### config.mk
export PLATFORM = sky130hd
export DESIGN_NAME = circular_list_engine
export DESIGN_NICKNAME = d
export VERILOG_FILES = /design/src/hdl/cle_pkg.sv /design/src/hdl/cle_ram.sv /design/src/hdl/cle_free_map.sv /design/src/hdl/circular_list_engine.sv
export SDC_FILE = /design/constraint.sdc
export NUM_CORES = 2
export LEC_CHECK = 0
export CAP_MARGIN = 10
export CORE_ASPECT_RATIO = 0.6
export CORE_MARGIN = 2
export CORE_UTILIZATION = 46
export CTS_CLUSTER_DIAMETER = 30
export CTS_CLUSTER_SIZE = 10
export DETAILED_ROUTE_END_ITERATION = 6
export DONT_BUFFER_PORTS = 1
export HOLD_SLACK_MARGIN = 0.03
export PLACE_DENSITY = 0.69
export SKIP_LAST_GASP = 1
export SLEW_MARGIN = 20
export SYNTH_ARGS = -nofsm -noshare
export SYNTH_HDL_FRONTEND = slang
export SYNTH_HIERARCHICAL = 1
export SYNTH_SLANG_ARGS = --single-unit
### constraint.sdc
create_clock -name clock -period 4.8 [get_ports clock]
set_clock_uncertainty 0.2 [all_clocks]
set_input_delay 0.72 -clock clock [delete_from_list [all_inputs] [get_ports clock]]
set_output_delay 0.72 -clock clock [all_outputs]
set_load 0.02 [all_outputs]
### src/hdl/cle_pkg.sv
// shared types, constants and codes of the circular list engine
package cle_pkg;

   localparam int CAPACITY  = 64;
   localparam int SLOT_W    = $clog2(CAPACITY);
   localparam int CNT_W     = $clog2(CAPACITY + 1);
   localparam int GROUPS    = (CAPACITY + 7) / 8;
   localparam int VALUE_W   = 32;

   typedef logic [SLOT_W-1:0] slot_type;
   typedef logic [CNT_W-1:0]  count_type;

   typedef enum logic [2:0] {
      OP_INS_FIRST = 3'd0,
      OP_INS_LAST  = 3'd1,
      OP_INS_AT    = 3'd2,
      OP_DEL_FIRST = 3'd3,
      OP_DEL_LAST  = 3'd4,
      OP_DEL_AT    = 3'd5,
      OP_READ_ALL  = 3'd6,
      OP_NONE      = 3'd7
   } op_type;

   typedef enum logic [2:0] {
      STAT_OK      = 3'd0,
      STAT_INVALID = 3'd1,
      STAT_BOUNDS  = 3'd2,
      STAT_EMPTY   = 3'd3,
      STAT_FULL    = 3'd4
   } status_type;

   typedef enum logic [2:0] {
      S_IDLE,
      S_ALLOC,
      S_WALK,
      S_END,
      S_FIX
   } state_type;

   typedef enum logic [2:0] {
      K_INS_HEAD,
      K_INS_MID,
      K_DEL_HEAD,
      K_DEL_MID,
      K_READ
   } kind_type;

   typedef struct packed {
      logic     take;
      slot_type take_slot;
      logic     give;
      slot_type give_slot;
   } free_cmd_type;

endpackage

### src/hdl/cle_ram.sv
// generic single write port ram with registered read
module cle_ram #(
   parameter int WIDTH = 32,
   parameter int DEPTH = 64
) (
   input  logic                                    clock,
   input  logic                                    wr_en,
   input  logic [((DEPTH > 1) ? $clog2(DEPTH) : 1)-1:0] wr_addr,
   input  logic [WIDTH-1:0]                        wr_data,
   input  logic [((DEPTH > 1) ? $clog2(DEPTH) : 1)-1:0] rd_addr,
   output logic [WIDTH-1:0]                        rd_data
);

   logic [WIDTH-1:0] mem_ff [DEPTH];
   logic [WIDTH-1:0] rd_data_ff;

   always_ff @(posedge clock) begin
      if (wr_en) begin
         mem_ff[wr_addr] <= wr_data;
      end
      rd_data_ff <= mem_ff[rd_addr];
   end

   assign rd_data = rd_data_ff;

endmodule

### src/hdl/cle_free_map.sv
// free slot map with a registered lowest-free-slot search
module cle_free_map (
   input  logic                    clock,
   input  logic                    reset,
   input  cle_pkg::free_cmd_type   free_cmd,
   output cle_pkg::slot_type       alloc_slot
);

   logic [cle_pkg::CAPACITY-1:0]   free_ff, free_in;
   logic [cle_pkg::GROUPS*8-1:0]   padded;
   logic [cle_pkg::GROUPS-1:0]     any_ff, any_in;
   logic [2:0]                     idx_ff [cle_pkg::GROUPS];
   logic [2:0]                     idx_in [cle_pkg::GROUPS];

   always_comb begin
      free_in = free_ff;
      if (free_cmd.take) begin
         free_in[free_cmd.take_slot] = 1'b0;
      end
      if (free_cmd.give) begin
         free_in[free_cmd.give_slot] = 1'b1;
      end
   end

   // first stage of the search: lowest free bit in each group of eight
   always_comb begin
      padded = '0;
      padded[cle_pkg::CAPACITY-1:0] = free_ff;
      for (int g = 0; g < cle_pkg::GROUPS; g++) begin
         any_in[g] = |padded[g*8 +: 8];
         idx_in[g] = 3'd0;
         for (int i = 7; i >= 0; i--) begin
            if (padded[g*8 + i]) begin
               idx_in[g] = 3'(i);
            end
         end
      end
   end

   // second stage: lowest group that has a free slot
   always_comb begin
      alloc_slot = '0;
      for (int g = cle_pkg::GROUPS - 1; g >= 0; g--) begin
         if (any_ff[g]) begin
            alloc_slot = cle_pkg::SLOT_W'(g * 8 + int'(idx_ff[g]));
         end
      end
   end

   always_ff @(posedge clock) begin
      if (reset) begin
         free_ff <= '1;
      end else begin
         free_ff <= free_in;
      end
   end

   always_ff @(posedge clock) begin
      any_ff <= any_in;
      idx_ff <= idx_in;
   end

endmodule

### src/hdl/circular_list_engine.sv
// circular linked list engine: sequencer over the link and value memories
//
//   channel   ports                                           transfer
//   request   start, busy, req_op, req_value, req_position   start & !busy
//   response  rsp_strobe, rsp_status, rsp_element,           rsp_strobe
//             rsp_last, rsp_count
//
// rejected requests, an empty read, a delete from a one-entry list and unused ops answer
// in the cycle after the transfer and leave busy low. otherwise busy stays high while the
// sequencer runs alloc and, on a non-empty list, fix for an insert at the head; alloc, the
// link walk, end and fix for an insert at a later position; the walk and end for a delete
// or a read. the walk makes one link memory read a cycle. the last response comes in the
// same cycle as busy falls. reset clears the list at once. the response side cannot stall.
module circular_list_engine (
   input  logic               clock,
   input  logic               reset,
   input  logic               start,
   output logic               busy,
   input  logic [2:0]         req_op,
   input  logic signed [31:0] req_value,
   input  logic [6:0]         req_position,
   output logic               rsp_strobe,
   output logic [2:0]         rsp_status,
   output logic signed [31:0] rsp_element,
   output logic               rsp_last,
   output logic [6:0]         rsp_count
);

   cle_pkg::state_type     state_ff, state_in;
   cle_pkg::kind_type      kind_ff, kind_in;
   cle_pkg::slot_type      first_ff, first_in;
   cle_pkg::slot_type      last_ff, last_in;
   cle_pkg::count_type     held_ff, held_in;
   cle_pkg::count_type     steps_ff, steps_in;
   cle_pkg::slot_type      cur_ff, cur_in;
   cle_pkg::slot_type      prev_ff, prev_in;
   cle_pkg::slot_type      slot_ff, slot_in;
   logic                   walk_first_ff, walk_first_in;
   logic                   pend_ff, pend_in;
   logic                   pend_last_ff, pend_last_in;
   logic [31:0]            value_ff, value_in;

   logic                   rsp_strobe_ff, rsp_strobe_in;
   cle_pkg::status_type    rsp_status_ff, rsp_status_in;
   logic [31:0]            rsp_element_ff, rsp_element_in;
   logic                   rsp_last_ff, rsp_last_in;
   cle_pkg::count_type     rsp_count_ff, rsp_count_in;

   logic                   lk_we;
   cle_pkg::slot_type      lk_waddr, lk_wdata, lk_raddr, lk_rdata;
   logic                   vl_we;
   logic [31:0]            vl_rdata;

   cle_pkg::free_cmd_type  free_cmd;
   cle_pkg::slot_type      alloc_slot;

   logic                   accept;
   logic [7:0]             pos8, held8;
   cle_pkg::status_type    stat;
   cle_pkg::count_type     held_p1, held_m1;

   cle_ram #(.WIDTH(cle_pkg::SLOT_W), .DEPTH(cle_pkg::CAPACITY)) u_link_ram (
      .clock   (clock),
      .wr_en   (lk_we),
      .wr_addr (lk_waddr),
      .wr_data (lk_wdata),
      .rd_addr (lk_raddr),
      .rd_data (lk_rdata)
   );

   cle_ram #(.WIDTH(cle_pkg::VALUE_W), .DEPTH(cle_pkg::CAPACITY)) u_value_ram (
      .clock   (clock),
      .wr_en   (vl_we),
      .wr_addr (slot_in),
      .wr_data (value_ff),
      .rd_addr (lk_raddr),
      .rd_data (vl_rdata)
   );

   cle_free_map u_free_map (
      .clock      (clock),
      .reset      (reset),
      .free_cmd   (free_cmd),
      .alloc_slot (alloc_slot)
   );

   assign busy    = (state_ff != cle_pkg::S_IDLE);
   assign accept  = start && !busy;
   assign held8   = 8'(held_ff);
   assign held_p1 = held_ff + cle_pkg::CNT_W'(1);
   assign held_m1 = held_ff - cle_pkg::CNT_W'(1);

   // effective position and status of the offered request
   always_comb begin
      case (cle_pkg::op_type'(req_op))
         cle_pkg::OP_INS_FIRST: pos8 = 8'd1;
         cle_pkg::OP_INS_LAST:  pos8 = held8 + 8'd1;
         cle_pkg::OP_INS_AT:    pos8 = 8'(req_position);
         cle_pkg::OP_DEL_FIRST: pos8 = 8'd1;
         cle_pkg::OP_DEL_LAST:  pos8 = held8;
         cle_pkg::OP_DEL_AT:    pos8 = 8'(req_position);
         default:               pos8 = 8'd0;
      endcase
      stat = cle_pkg::STAT_OK;
      case (cle_pkg::op_type'(req_op))
         cle_pkg::OP_INS_FIRST, cle_pkg::OP_INS_LAST, cle_pkg::OP_INS_AT: begin
            if (pos8 == 8'd0) begin
               stat = cle_pkg::STAT_INVALID;
            end else if (pos8 > held8 + 8'd1) begin
               stat = cle_pkg::STAT_BOUNDS;
            end else if (held8 >= 8'(cle_pkg::CAPACITY)) begin
               stat = cle_pkg::STAT_FULL;
            end
         end
         cle_pkg::OP_DEL_FIRST, cle_pkg::OP_DEL_LAST, cle_pkg::OP_DEL_AT: begin
            if (held8 == 8'd0 && cle_pkg::op_type'(req_op) != cle_pkg::OP_DEL_AT) begin
               stat = cle_pkg::STAT_EMPTY;
            end else if (pos8 == 8'd0) begin
               stat = cle_pkg::STAT_INVALID;
            end else if (held8 == 8'd0) begin
               stat = cle_pkg::STAT_EMPTY;
            end else if (pos8 > held8) begin
               stat = cle_pkg::STAT_BOUNDS;
            end
         end
         cle_pkg::OP_READ_ALL: begin
            if (held8 == 8'd0) begin
               stat = cle_pkg::STAT_EMPTY;
            end
         end
         default: stat = cle_pkg::STAT_OK;
      endcase
   end

   always_comb begin
      state_in      = state_ff;
      kind_in       = kind_ff;
      first_in      = first_ff;
      last_in       = last_ff;
      held_in       = held_ff;
      steps_in      = steps_ff;
      cur_in        = cur_ff;
      prev_in       = prev_ff;
      slot_in       = slot_ff;
      walk_first_in = walk_first_ff;
      pend_in       = 1'b0;
      pend_last_in  = 1'b0;
      value_in      = value_ff;
      lk_we         = 1'b0;
      lk_waddr      = '0;
      lk_wdata      = '0;
      lk_raddr      = first_ff;
      vl_we         = 1'b0;
      free_cmd      = '0;

      rsp_strobe_in  = 1'b0;
      rsp_status_in  = rsp_status_ff;
      rsp_element_in = rsp_element_ff;
      rsp_last_in    = rsp_last_ff;
      rsp_count_in   = rsp_count_ff;

      // read-all values leave the value memory in the cycle after their read
      if (pend_ff) begin
         rsp_strobe_in  = 1'b1;
         rsp_status_in  = cle_pkg::STAT_OK;
         rsp_element_in = vl_rdata;
         rsp_last_in    = pend_last_ff;
         rsp_count_in   = held_ff;
      end

      case (state_ff)
         cle_pkg::S_IDLE: begin
            if (accept) begin
               value_in      = req_value;
               walk_first_in = 1'b1;
               rsp_element_in = '0;
               rsp_last_in    = 1'b1;
               rsp_status_in  = stat;
               rsp_count_in   = held_ff;
               if (stat != cle_pkg::STAT_OK) begin
                  rsp_strobe_in = 1'b1;
               end else begin
                  case (cle_pkg::op_type'(req_op))
                     cle_pkg::OP_INS_FIRST, cle_pkg::OP_INS_LAST,
                     cle_pkg::OP_INS_AT: begin
                        kind_in  = (pos8 == 8'd1 || held8 == 8'd0) ?
                                   cle_pkg::K_INS_HEAD : cle_pkg::K_INS_MID;
                        steps_in = cle_pkg::CNT_W'(pos8 - 8'd1);
                        state_in = cle_pkg::S_ALLOC;
                     end
                     cle_pkg::OP_DEL_FIRST, cle_pkg::OP_DEL_LAST,
                     cle_pkg::OP_DEL_AT: begin
                        if (held8 == 8'd1) begin
                           free_cmd.give      = 1'b1;
                           free_cmd.give_slot = first_ff;
                           first_in           = '0;
                           last_in            = '0;
                           held_in            = '0;
                           rsp_strobe_in      = 1'b1;
                           rsp_count_in       = '0;
                        end else begin
                           kind_in  = (pos8 == 8'd1) ? cle_pkg::K_DEL_HEAD :
                                                       cle_pkg::K_DEL_MID;
                           steps_in = cle_pkg::CNT_W'(pos8);
                           state_in = cle_pkg::S_WALK;
                        end
                     end
                     cle_pkg::OP_READ_ALL: begin
                        kind_in  = cle_pkg::K_READ;
                        steps_in = held_ff;
                        state_in = cle_pkg::S_WALK;
                     end
                     default: begin
                        rsp_strobe_in = 1'b1;
                     end
                  endcase
               end
            end
         end
         cle_pkg::S_ALLOC: begin
            slot_in            = alloc_slot;
            vl_we              = 1'b1;
            free_cmd.take      = 1'b1;
            free_cmd.take_slot = alloc_slot;
            if (kind_ff == cle_pkg::K_INS_HEAD) begin
               lk_we    = 1'b1;
               lk_waddr = alloc_slot;
               if (held_ff == '0) begin
                  lk_wdata      = alloc_slot;
                  first_in      = alloc_slot;
                  last_in       = alloc_slot;
                  held_in       = held_p1;
                  rsp_strobe_in = 1'b1;
                  rsp_count_in  = held_p1;
                  state_in      = cle_pkg::S_IDLE;
               end else begin
                  lk_wdata = first_ff;
                  state_in = cle_pkg::S_FIX;
               end
            end else begin
               state_in = cle_pkg::S_WALK;
            end
         end
         cle_pkg::S_WALK: begin
            lk_raddr      = walk_first_ff ? first_ff : lk_rdata;
            cur_in        = lk_raddr;
            prev_in       = cur_ff;
            walk_first_in = 1'b0;
            steps_in      = steps_ff - cle_pkg::CNT_W'(1);
            if (kind_ff == cle_pkg::K_READ) begin
               pend_in      = 1'b1;
               pend_last_in = (steps_ff == cle_pkg::CNT_W'(1));
            end
            if (steps_ff == cle_pkg::CNT_W'(1)) begin
               state_in = cle_pkg::S_END;
            end
         end
         cle_pkg::S_END: begin
            state_in = cle_pkg::S_IDLE;
            case (kind_ff)
               cle_pkg::K_INS_MID: begin
                  lk_we    = 1'b1;
                  lk_waddr = slot_ff;
                  lk_wdata = lk_rdata;
                  state_in = cle_pkg::S_FIX;
               end
               cle_pkg::K_DEL_HEAD: begin
                  lk_we              = 1'b1;
                  lk_waddr           = last_ff;
                  lk_wdata           = lk_rdata;
                  first_in           = lk_rdata;
                  free_cmd.give      = 1'b1;
                  free_cmd.give_slot = cur_ff;
                  held_in            = held_m1;
                  rsp_strobe_in      = 1'b1;
                  rsp_count_in       = held_m1;
               end
               cle_pkg::K_DEL_MID: begin
                  lk_we              = 1'b1;
                  lk_waddr           = prev_ff;
                  lk_wdata           = lk_rdata;
                  if (cur_ff == last_ff) begin
                     last_in = prev_ff;
                  end
                  free_cmd.give      = 1'b1;
                  free_cmd.give_slot = cur_ff;
                  held_in            = held_m1;
                  rsp_strobe_in      = 1'b1;
                  rsp_count_in       = held_m1;
               end
               default: state_in = cle_pkg::S_IDLE;
            endcase
         end
         cle_pkg::S_FIX: begin
            lk_we         = 1'b1;
            lk_wdata      = slot_ff;
            held_in       = held_p1;
            rsp_strobe_in = 1'b1;
            rsp_count_in  = held_p1;
            state_in      = cle_pkg::S_IDLE;
            if (kind_ff == cle_pkg::K_INS_HEAD) begin
               lk_waddr = last_ff;
               first_in = slot_ff;
            end else begin
               lk_waddr = cur_ff;
               if (cur_ff == last_ff) begin
                  last_in = slot_ff;
               end
            end
         end
         default: state_in = cle_pkg::S_IDLE;
      endcase
   end

   always_ff @(posedge clock) begin
      if (reset) begin
         state_ff      <= cle_pkg::S_IDLE;
         first_ff      <= '0;
         last_ff       <= '0;
         held_ff       <= '0;
         pend_ff       <= 1'b0;
         rsp_strobe_ff <= 1'b0;
      end else begin
         state_ff      <= state_in;
         first_ff      <= first_in;
         last_ff       <= last_in;
         held_ff       <= held_in;
         pend_ff       <= pend_in;
         rsp_strobe_ff <= rsp_strobe_in;
      end
   end

   always_ff @(posedge clock) begin
      kind_ff        <= kind_in;
      steps_ff       <= steps_in;
      cur_ff         <= cur_in;
      prev_ff        <= prev_in;
      slot_ff        <= slot_in;
      walk_first_ff  <= walk_first_in;
      pend_last_ff   <= pend_last_in;
      value_ff       <= value_in;
      rsp_status_ff  <= rsp_status_in;
      rsp_element_ff <= rsp_element_in;
      rsp_last_ff    <= rsp_last_in;
      rsp_count_ff   <= rsp_count_in;
   end

   assign rsp_strobe  = rsp_strobe_ff;
   assign rsp_status  = rsp_status_ff;
   assign rsp_element = rsp_element_ff;
   assign rsp_last    = rsp_last_ff;
   assign rsp_count   = 7'(rsp_count_ff);

endmodule

Word level (Yosys, flattened, before mapping). Memory sizes are Yosys's and may differ from the RTL's. A register that Yosys moved wholly into a read port is not among the register bits. Cells that the tools add are included.

Add/subtract/negate cells: 12. Order comparisons: 7. Bitwise operators: 5. Equality and inequality tests: 36. Mux-type cells: 174. Reductions and logical operators: 58.

Operator list (count): 6-bit 2-to-1 mux (29); 7-bit 2-to-1 mux (21); 3-bit 2-to-1 mux (46); 64-bit 2-to-1 mux (2); 32-bit 2-to-1 mux (3); 64-bit AND (1); 64-bit NOT (1); 64-bit bitwise OR (1); 8-bit OR reduction (8); 7-bit one-hot mux with 4 select lines (2); 6-bit one-hot mux with 3 select lines (3); 6-bit one-hot mux with 4 select lines (2); 2-bit 2-to-1 mux (21); 4-bit OR reduction (9); 8-bit one-hot mux with 4 select lines (1); 1-bit 2-to-1 mux (31); 7-bit one-hot mux with 2 select lines (2); 3-bit one-hot mux with 3 select lines (3); 2-bit inequality test, second input constant (13); 6-bit by 3-bit adder with 6-bit output, first input constant (4); 2-bit OR reduction (12); 7-bit one-hot mux with 3 select lines (1); 7-bit by 1-bit subtractor with 7-bit output, second input constant (3); 5-bit AND reduction (4); other kinds (37) (69).

Input port bits: 45. Flip-flop bits (word level): 225. Word-level logic and storage cells: 338. RAM bits: 2432. Output and inout bits: 45. Memories: 2.

Memory list: u_value_ram.mem_ff (depth 64, width 32, rd ports 1, clocked after Yosys merged registers in 1, write ports 1, RTL line cle_ram.sv:14) `logic [WIDTH-1:0] mem_ff [DEPTH];`; u_link_ram.mem_ff (depth 64, width 6, rd ports 1, clocked after Yosys merged registers in 1, write ports 1, RTL line cle_ram.sv:14).

Logic depth before layout (Yosys ltp).
Word-level depth: 19. Gate-level depth with buffers: 22. Depth with buffers taken out: 18.

Cells and area by module. The synthesis kept the hierarchy.

Modules (own cells, without submodules): cle_ram (u_value_ram) (area each 78515.3 µm², sequential area each 62139.6 µm², instances 1, cells an instance 3324); cle_ram (u_link_ram) (area each 15205.8 µm², sequential area each 11651.2 µm², instances 1, cells an instance 729); circular_list_engine (area each 7305.8 µm², sequential area each 3133.0 µm², instances 1, cells an instance 787); cle_free_map (area each 4111.4 µm², sequential area each 1921.8 µm², instances 1, cells an instance 507).

Least setup slack after synthesis. Ideal clock, no wire load.

Path kind: register -> register. From: register held_ff[0]. To: memory u_link_ram/mem_ff[0][4] (netlist bit) (data pin). Library setup time: 0.702 ns. Cell stages (with the launch flop): 9. Clock period less this slack: 5.112 ns. Required time: 3.898 ns. Buffers on the path: 3. Slack: -0.312 ns. Arrival: 4.211 ns. Cell sequence: dfxtp_1 clkbuf_1 inv_1 ha_1 and3_1 clkbuf_1 buf_2 mux2i_1 o21ai_0.

Cells in the longest elaborated chain, start to end: 4.

RTL lines: start, declared (RTL line circular_list_engine.sv:33) `cle_pkg::count_type held_ff, held_in;`; start signal, assigned (RTL line circular_list_engine.sv:327) `held_ff <= held_in;`; 7-bit zero test (RTL line circular_list_engine.sv:228) `if (held_ff == '0) begin`; 6-bit 2-to-1 mux; 6-bit 2-to-1 mux (RTL line circular_list_engine.sv:225) `if (kind_ff == cle_pkg::K_INS_HEAD) begin`; 6-bit one-hot mux with 3 select lines (RTL line circular_list_engine.sv:171) `case (state_ff)`; via lk_wdata[4] (RTL line circular_list_engine.sv:50) `cle_pkg::slot_type lk_waddr, lk_wdata, lk_raddr, lk_rdata;`; end, declared (RTL line cle_ram.sv:14).

The timed path passes the listed nets, and every way through them passes these cells.

==> run metrics <==
violation count after the first detailed-route iteration=8847; Max Cap Violations=0; clock buffers created by TritonCTS=419; latest clock arrival within the worst-skew pair=890 ps; met2 usage in global routing=0.3305; number of enable flip-flop cells after synthesis=2487; residual DRC count=0; peak supply drop=0.3545 mV; clock-pin transition on the worst setup and hold timing paths=60 ps; global routing usage on met1=0.3668; fraction of final layout cells sized beyond drive strength 1=0.2993; sequential area share after synthesis=0.7499; largest fanout on the critical path=6; routability congestion estimate=0.9102; switching power share of the total=0.2175; top cell type's share of synthesized area=0.7103; count of nets left with antenna violations after detail routing=0; fraction of registers with async set/reset=0; static leakage=39.31 nW; routed vias=57.29k; sequential power share=0.441; most frequent cells in the layout=sky130_fd_sc_hd__edfxtp_1 (2487), sky130_fd_sc_hd__mux4_2 (647), sky130_fd_sc_hd__clkbuf_16 (428); arrival time reported for the critical path endpoint=5180 ps; Critical Path Source Type=register; height of the chip=374.3 um; TritonCTS clock tree=yes; GR Util met3=0.08144; Yosys warning total=6; distinct cell type count of the synthesized netlist=81; num ports=90; primary flip-flop cell chosen by synthesis mapping=sky130_fd_sc_hd__edfxtp_1; Tightest Hold Check Type=in -> reg; synthesis-stage register bit count=2695; H-tree lvl count=5; pin count of the biggest net entering global routing=86; effective utilization at floorplan=0.4642; finished layout cell area=0.1271 sq mm; run status=finished clean; cell internal pwr=46.33 mW; number of instances in the synthesized netlist=5347; Rel. slew slack=0.2569; number of pins exceeding their max-slew limit in the final report=0; endpoint required time on the critical path=5330 ps; input/output buffers=0; cell row count=135; final number of hold-violating endpoints=0; number of global-route vias before repair=56.37k; Die ar.=0.2325 sq mm; global route hottest layer=met1; wire length per cell=30.35 um; Achievable Freq=215.3 MHz; global router's overall resource usage=0.2405; number of nets produced by synthesis=5416; non-filler cells, final=9301; measured slew at the worst slew-check pin=1115 ps; Cells after DPL=8511; master cell of the clock root buffer=sky130_fd_sc_hd__clkbuf_16; hpwl dp=164.5 mm; clock share of power=0.508; detailed-routing iteration count for the pre-antenna-repair pass=6; Power Dens Cells=465.8 mW/mm^2; post-detailed-route via-to-cell ratio=6.160; Detailed Route WL=282.3 mm; nets@finish=6029; category of the critical setup timing path=reg -> reg; number of clock sinks=2695; Post-Route Utilization=0.5611; instance area at placement=0.1125 sq mm; per-instance average area after synthesis=19.66 sq um; maximum root-to-sink buffer count=4; endpoint kind of the worst setup timing path=register; Post-Synthesis Cell Area=0.1051 sq mm; Finish-stage setup viols=0; Final Cycle Share=0.9675; most common library cell in the layout ignoring fill and taps=sky130_fd_sc_hd__edfxtp_1; relative contribution of combinational cells to total power=0.051; total power draw=59.21 mW; core area=0.2265 sq mm; worst hold-check slack=112.0 ps; initial antenna violation count=8; area growth from synthesis to layout=20.88%; switching power=12.88 mW; Chip Width=621.2 um; global-route wire length before repair=405.4 mm; remaining global-route overflow=0; largest area contributor in the synthesized netlist=sky130_fd_sc_hd__edfxtp_1; fin crit period=4644 ps; most area-consuming cells after synthesis=sky130_fd_sc_hd__edfxtp_1 (71%), sky130_fd_sc_hd__mux4_2 (14%), sky130_fd_sc_hd__dfxtp_1 (4.0%)
==> power by group through the flow <==
stage | combinational [mW] | sequential, mW | clock [mW]
6_report | 3.04 | 26.1 | 30.1
5_1_grt | 3.19 | 26.1 | 31.5
4_1_cts | 2.98 | 26.1 | 30.4
3_5_place_dp | 2.91 | 26.5 | 0
3_3_place_gp | 2.86 | 26.5 | 0
2_1_floorplan | 1.54 | 26.7 | 0
==> worst max-delay path, cell delays in order (launching register included) <==
cell and delay (ps):
sky130_fd_sc_hd__dfxtp_1 460, sky130_fd_sc_hd__buf_4 200, sky130_fd_sc_hd__inv_1 60, sky130_fd_sc_hd__xnor2_1 370
sky130_fd_sc_hd__o21ai_0 190, sky130_fd_sc_hd__ha_1 310, sky130_fd_sc_hd__and3_4 200, sky130_fd_sc_hd__or4bb_4 460
sky130_fd_sc_hd__buf_4 150, sky130_fd_sc_hd__a311oi_1 280, sky130_fd_sc_hd__a311o_1 200, sky130_fd_sc_hd__and2_1 170
sky130_fd_sc_hd__and3_4 230, sky130_fd_sc_hd__a32o_1 220, sky130_fd_sc_hd__nand2b_1 170, sky130_fd_sc_hd__buf_4 120
sky130_fd_sc_hd__nor2_1 30, sky130_fd_sc_hd__buf_4 170, sky130_fd_sc_hd__a221o_1 310
==> kinds of logic (layout without fill, tap and decap cells) <==
logic type / Yosys count / in the layout / synth area share
AOI/OAI and AO/OA: 590 / 590 / 0.03723
and+or+nand+nor: 851 / 851 / 0.03771
other: 0 / 2 / 0
muxes: 820 / 820 / 0.1553
adders and majority gates: 24 / 24 / 0.002856
DFF: 2695 / 2695 / 0.7499
xor gates and xnor gates: 22 / 22 / 0.001833
buffers and inverters: 345 / 1283 / 0.01517
==> flip-flops by register name, summed over array words and instances, names as in the netlist, 7 cells and up <==
register	count
u_link_ram/mem_ff	384
u_free_map/free_ff	64
rsp_element	32
u_free_map/idx_ff	24
held_ff	7
u_value_ram/rd_data	32
u_free_map/any_ff	8
u_value_ram/mem_ff	2048
steps_ff	7
value_ff	32
rsp_count	7
==> what timing repair did <==
item | in CTS | in global routing
pin swaps | 0 | 4
setup endpoints to repair | 42 | 64
hold buffers | 38 | 0
hold endpoints to repair | 129 | 0
resized for setup | 8 | 18
buffers inserted | 0 | 3
==> synth_stat cells, drive strengths merged, types with 14 or more instances <==
master and count:
a21oi 159, a221o 28, a22oi 43, and3 22
buf 149, clkbuf 141, dfxtp 208, edfxtp 2487
ha 24, inv 53, mux2 18, mux2i 155
mux4 647, nand2 228, nand2b 32, nand3 43
nand3b 15, nor2 319, nor2b 41, nor3 54
nor4 25, o211ai 27, o21ai 85, o221ai 33
o22ai 98, xnor2 14
==> per-layer routing <==
metal / up-vias / wire (um)
met3: 452 / 41040
li1: 23370 / -
met1: 29710 / 116200
met2: 3762 / 118500
met4: 0 / 6521
met5: - / 0
==> area by class of cell <==
cell class / count / area [sq um]
diodes: 2 / 5.005
clock buffers: 483 / 11030
clock inverters: 263 / 3037
fillers: 16370 / 99420
inverters: 55 / 207.7
multi-input cells: 2307 / 25370
flip-flops and latches: 2695 / 78850
well taps: 3014 / 3771
repair buffers: 482 / 4822
==> worst paths after layout <==
| kind | cells after the start | from | end | slack (ps) |
|---|---|---|---|---|
| min | 3 | req_op[2] | kind_ff[2]$_DFFE_PP_ | 110 |
| max | 18 | held_ff[4]$_SDFFE_PP0P_ | u_free_map/free_ff[12]$_SDFF_PP1_ | 160 |
| max reg2reg | 18 | held_ff[4]$_SDFFE_PP0P_ | u_free_map/free_ff[12]$_SDFF_PP1_ | 160 |
| min reg2reg | 2 | u_value_ram/rd_data[5]$_DFF_P_ | rsp_element[5]$_DFF_P_ | 270 |
==> metrics by stage <==
| step | TNS (ps) | setup slack (ps) |
|---|---|---|
| 3_5_place_dp | -9098 | -280.1 |
| 6_report | 0 | 155.8 |
| 5_1_grt | -32.83 | -12.96 |
| 3_3_place_gp | -8898 | -299.6 |
| 2_1_floorplan | 0 | 28.45 |
| 4_1_cts | 0 | 9.659 |
(Power assumes the default switching activity.)
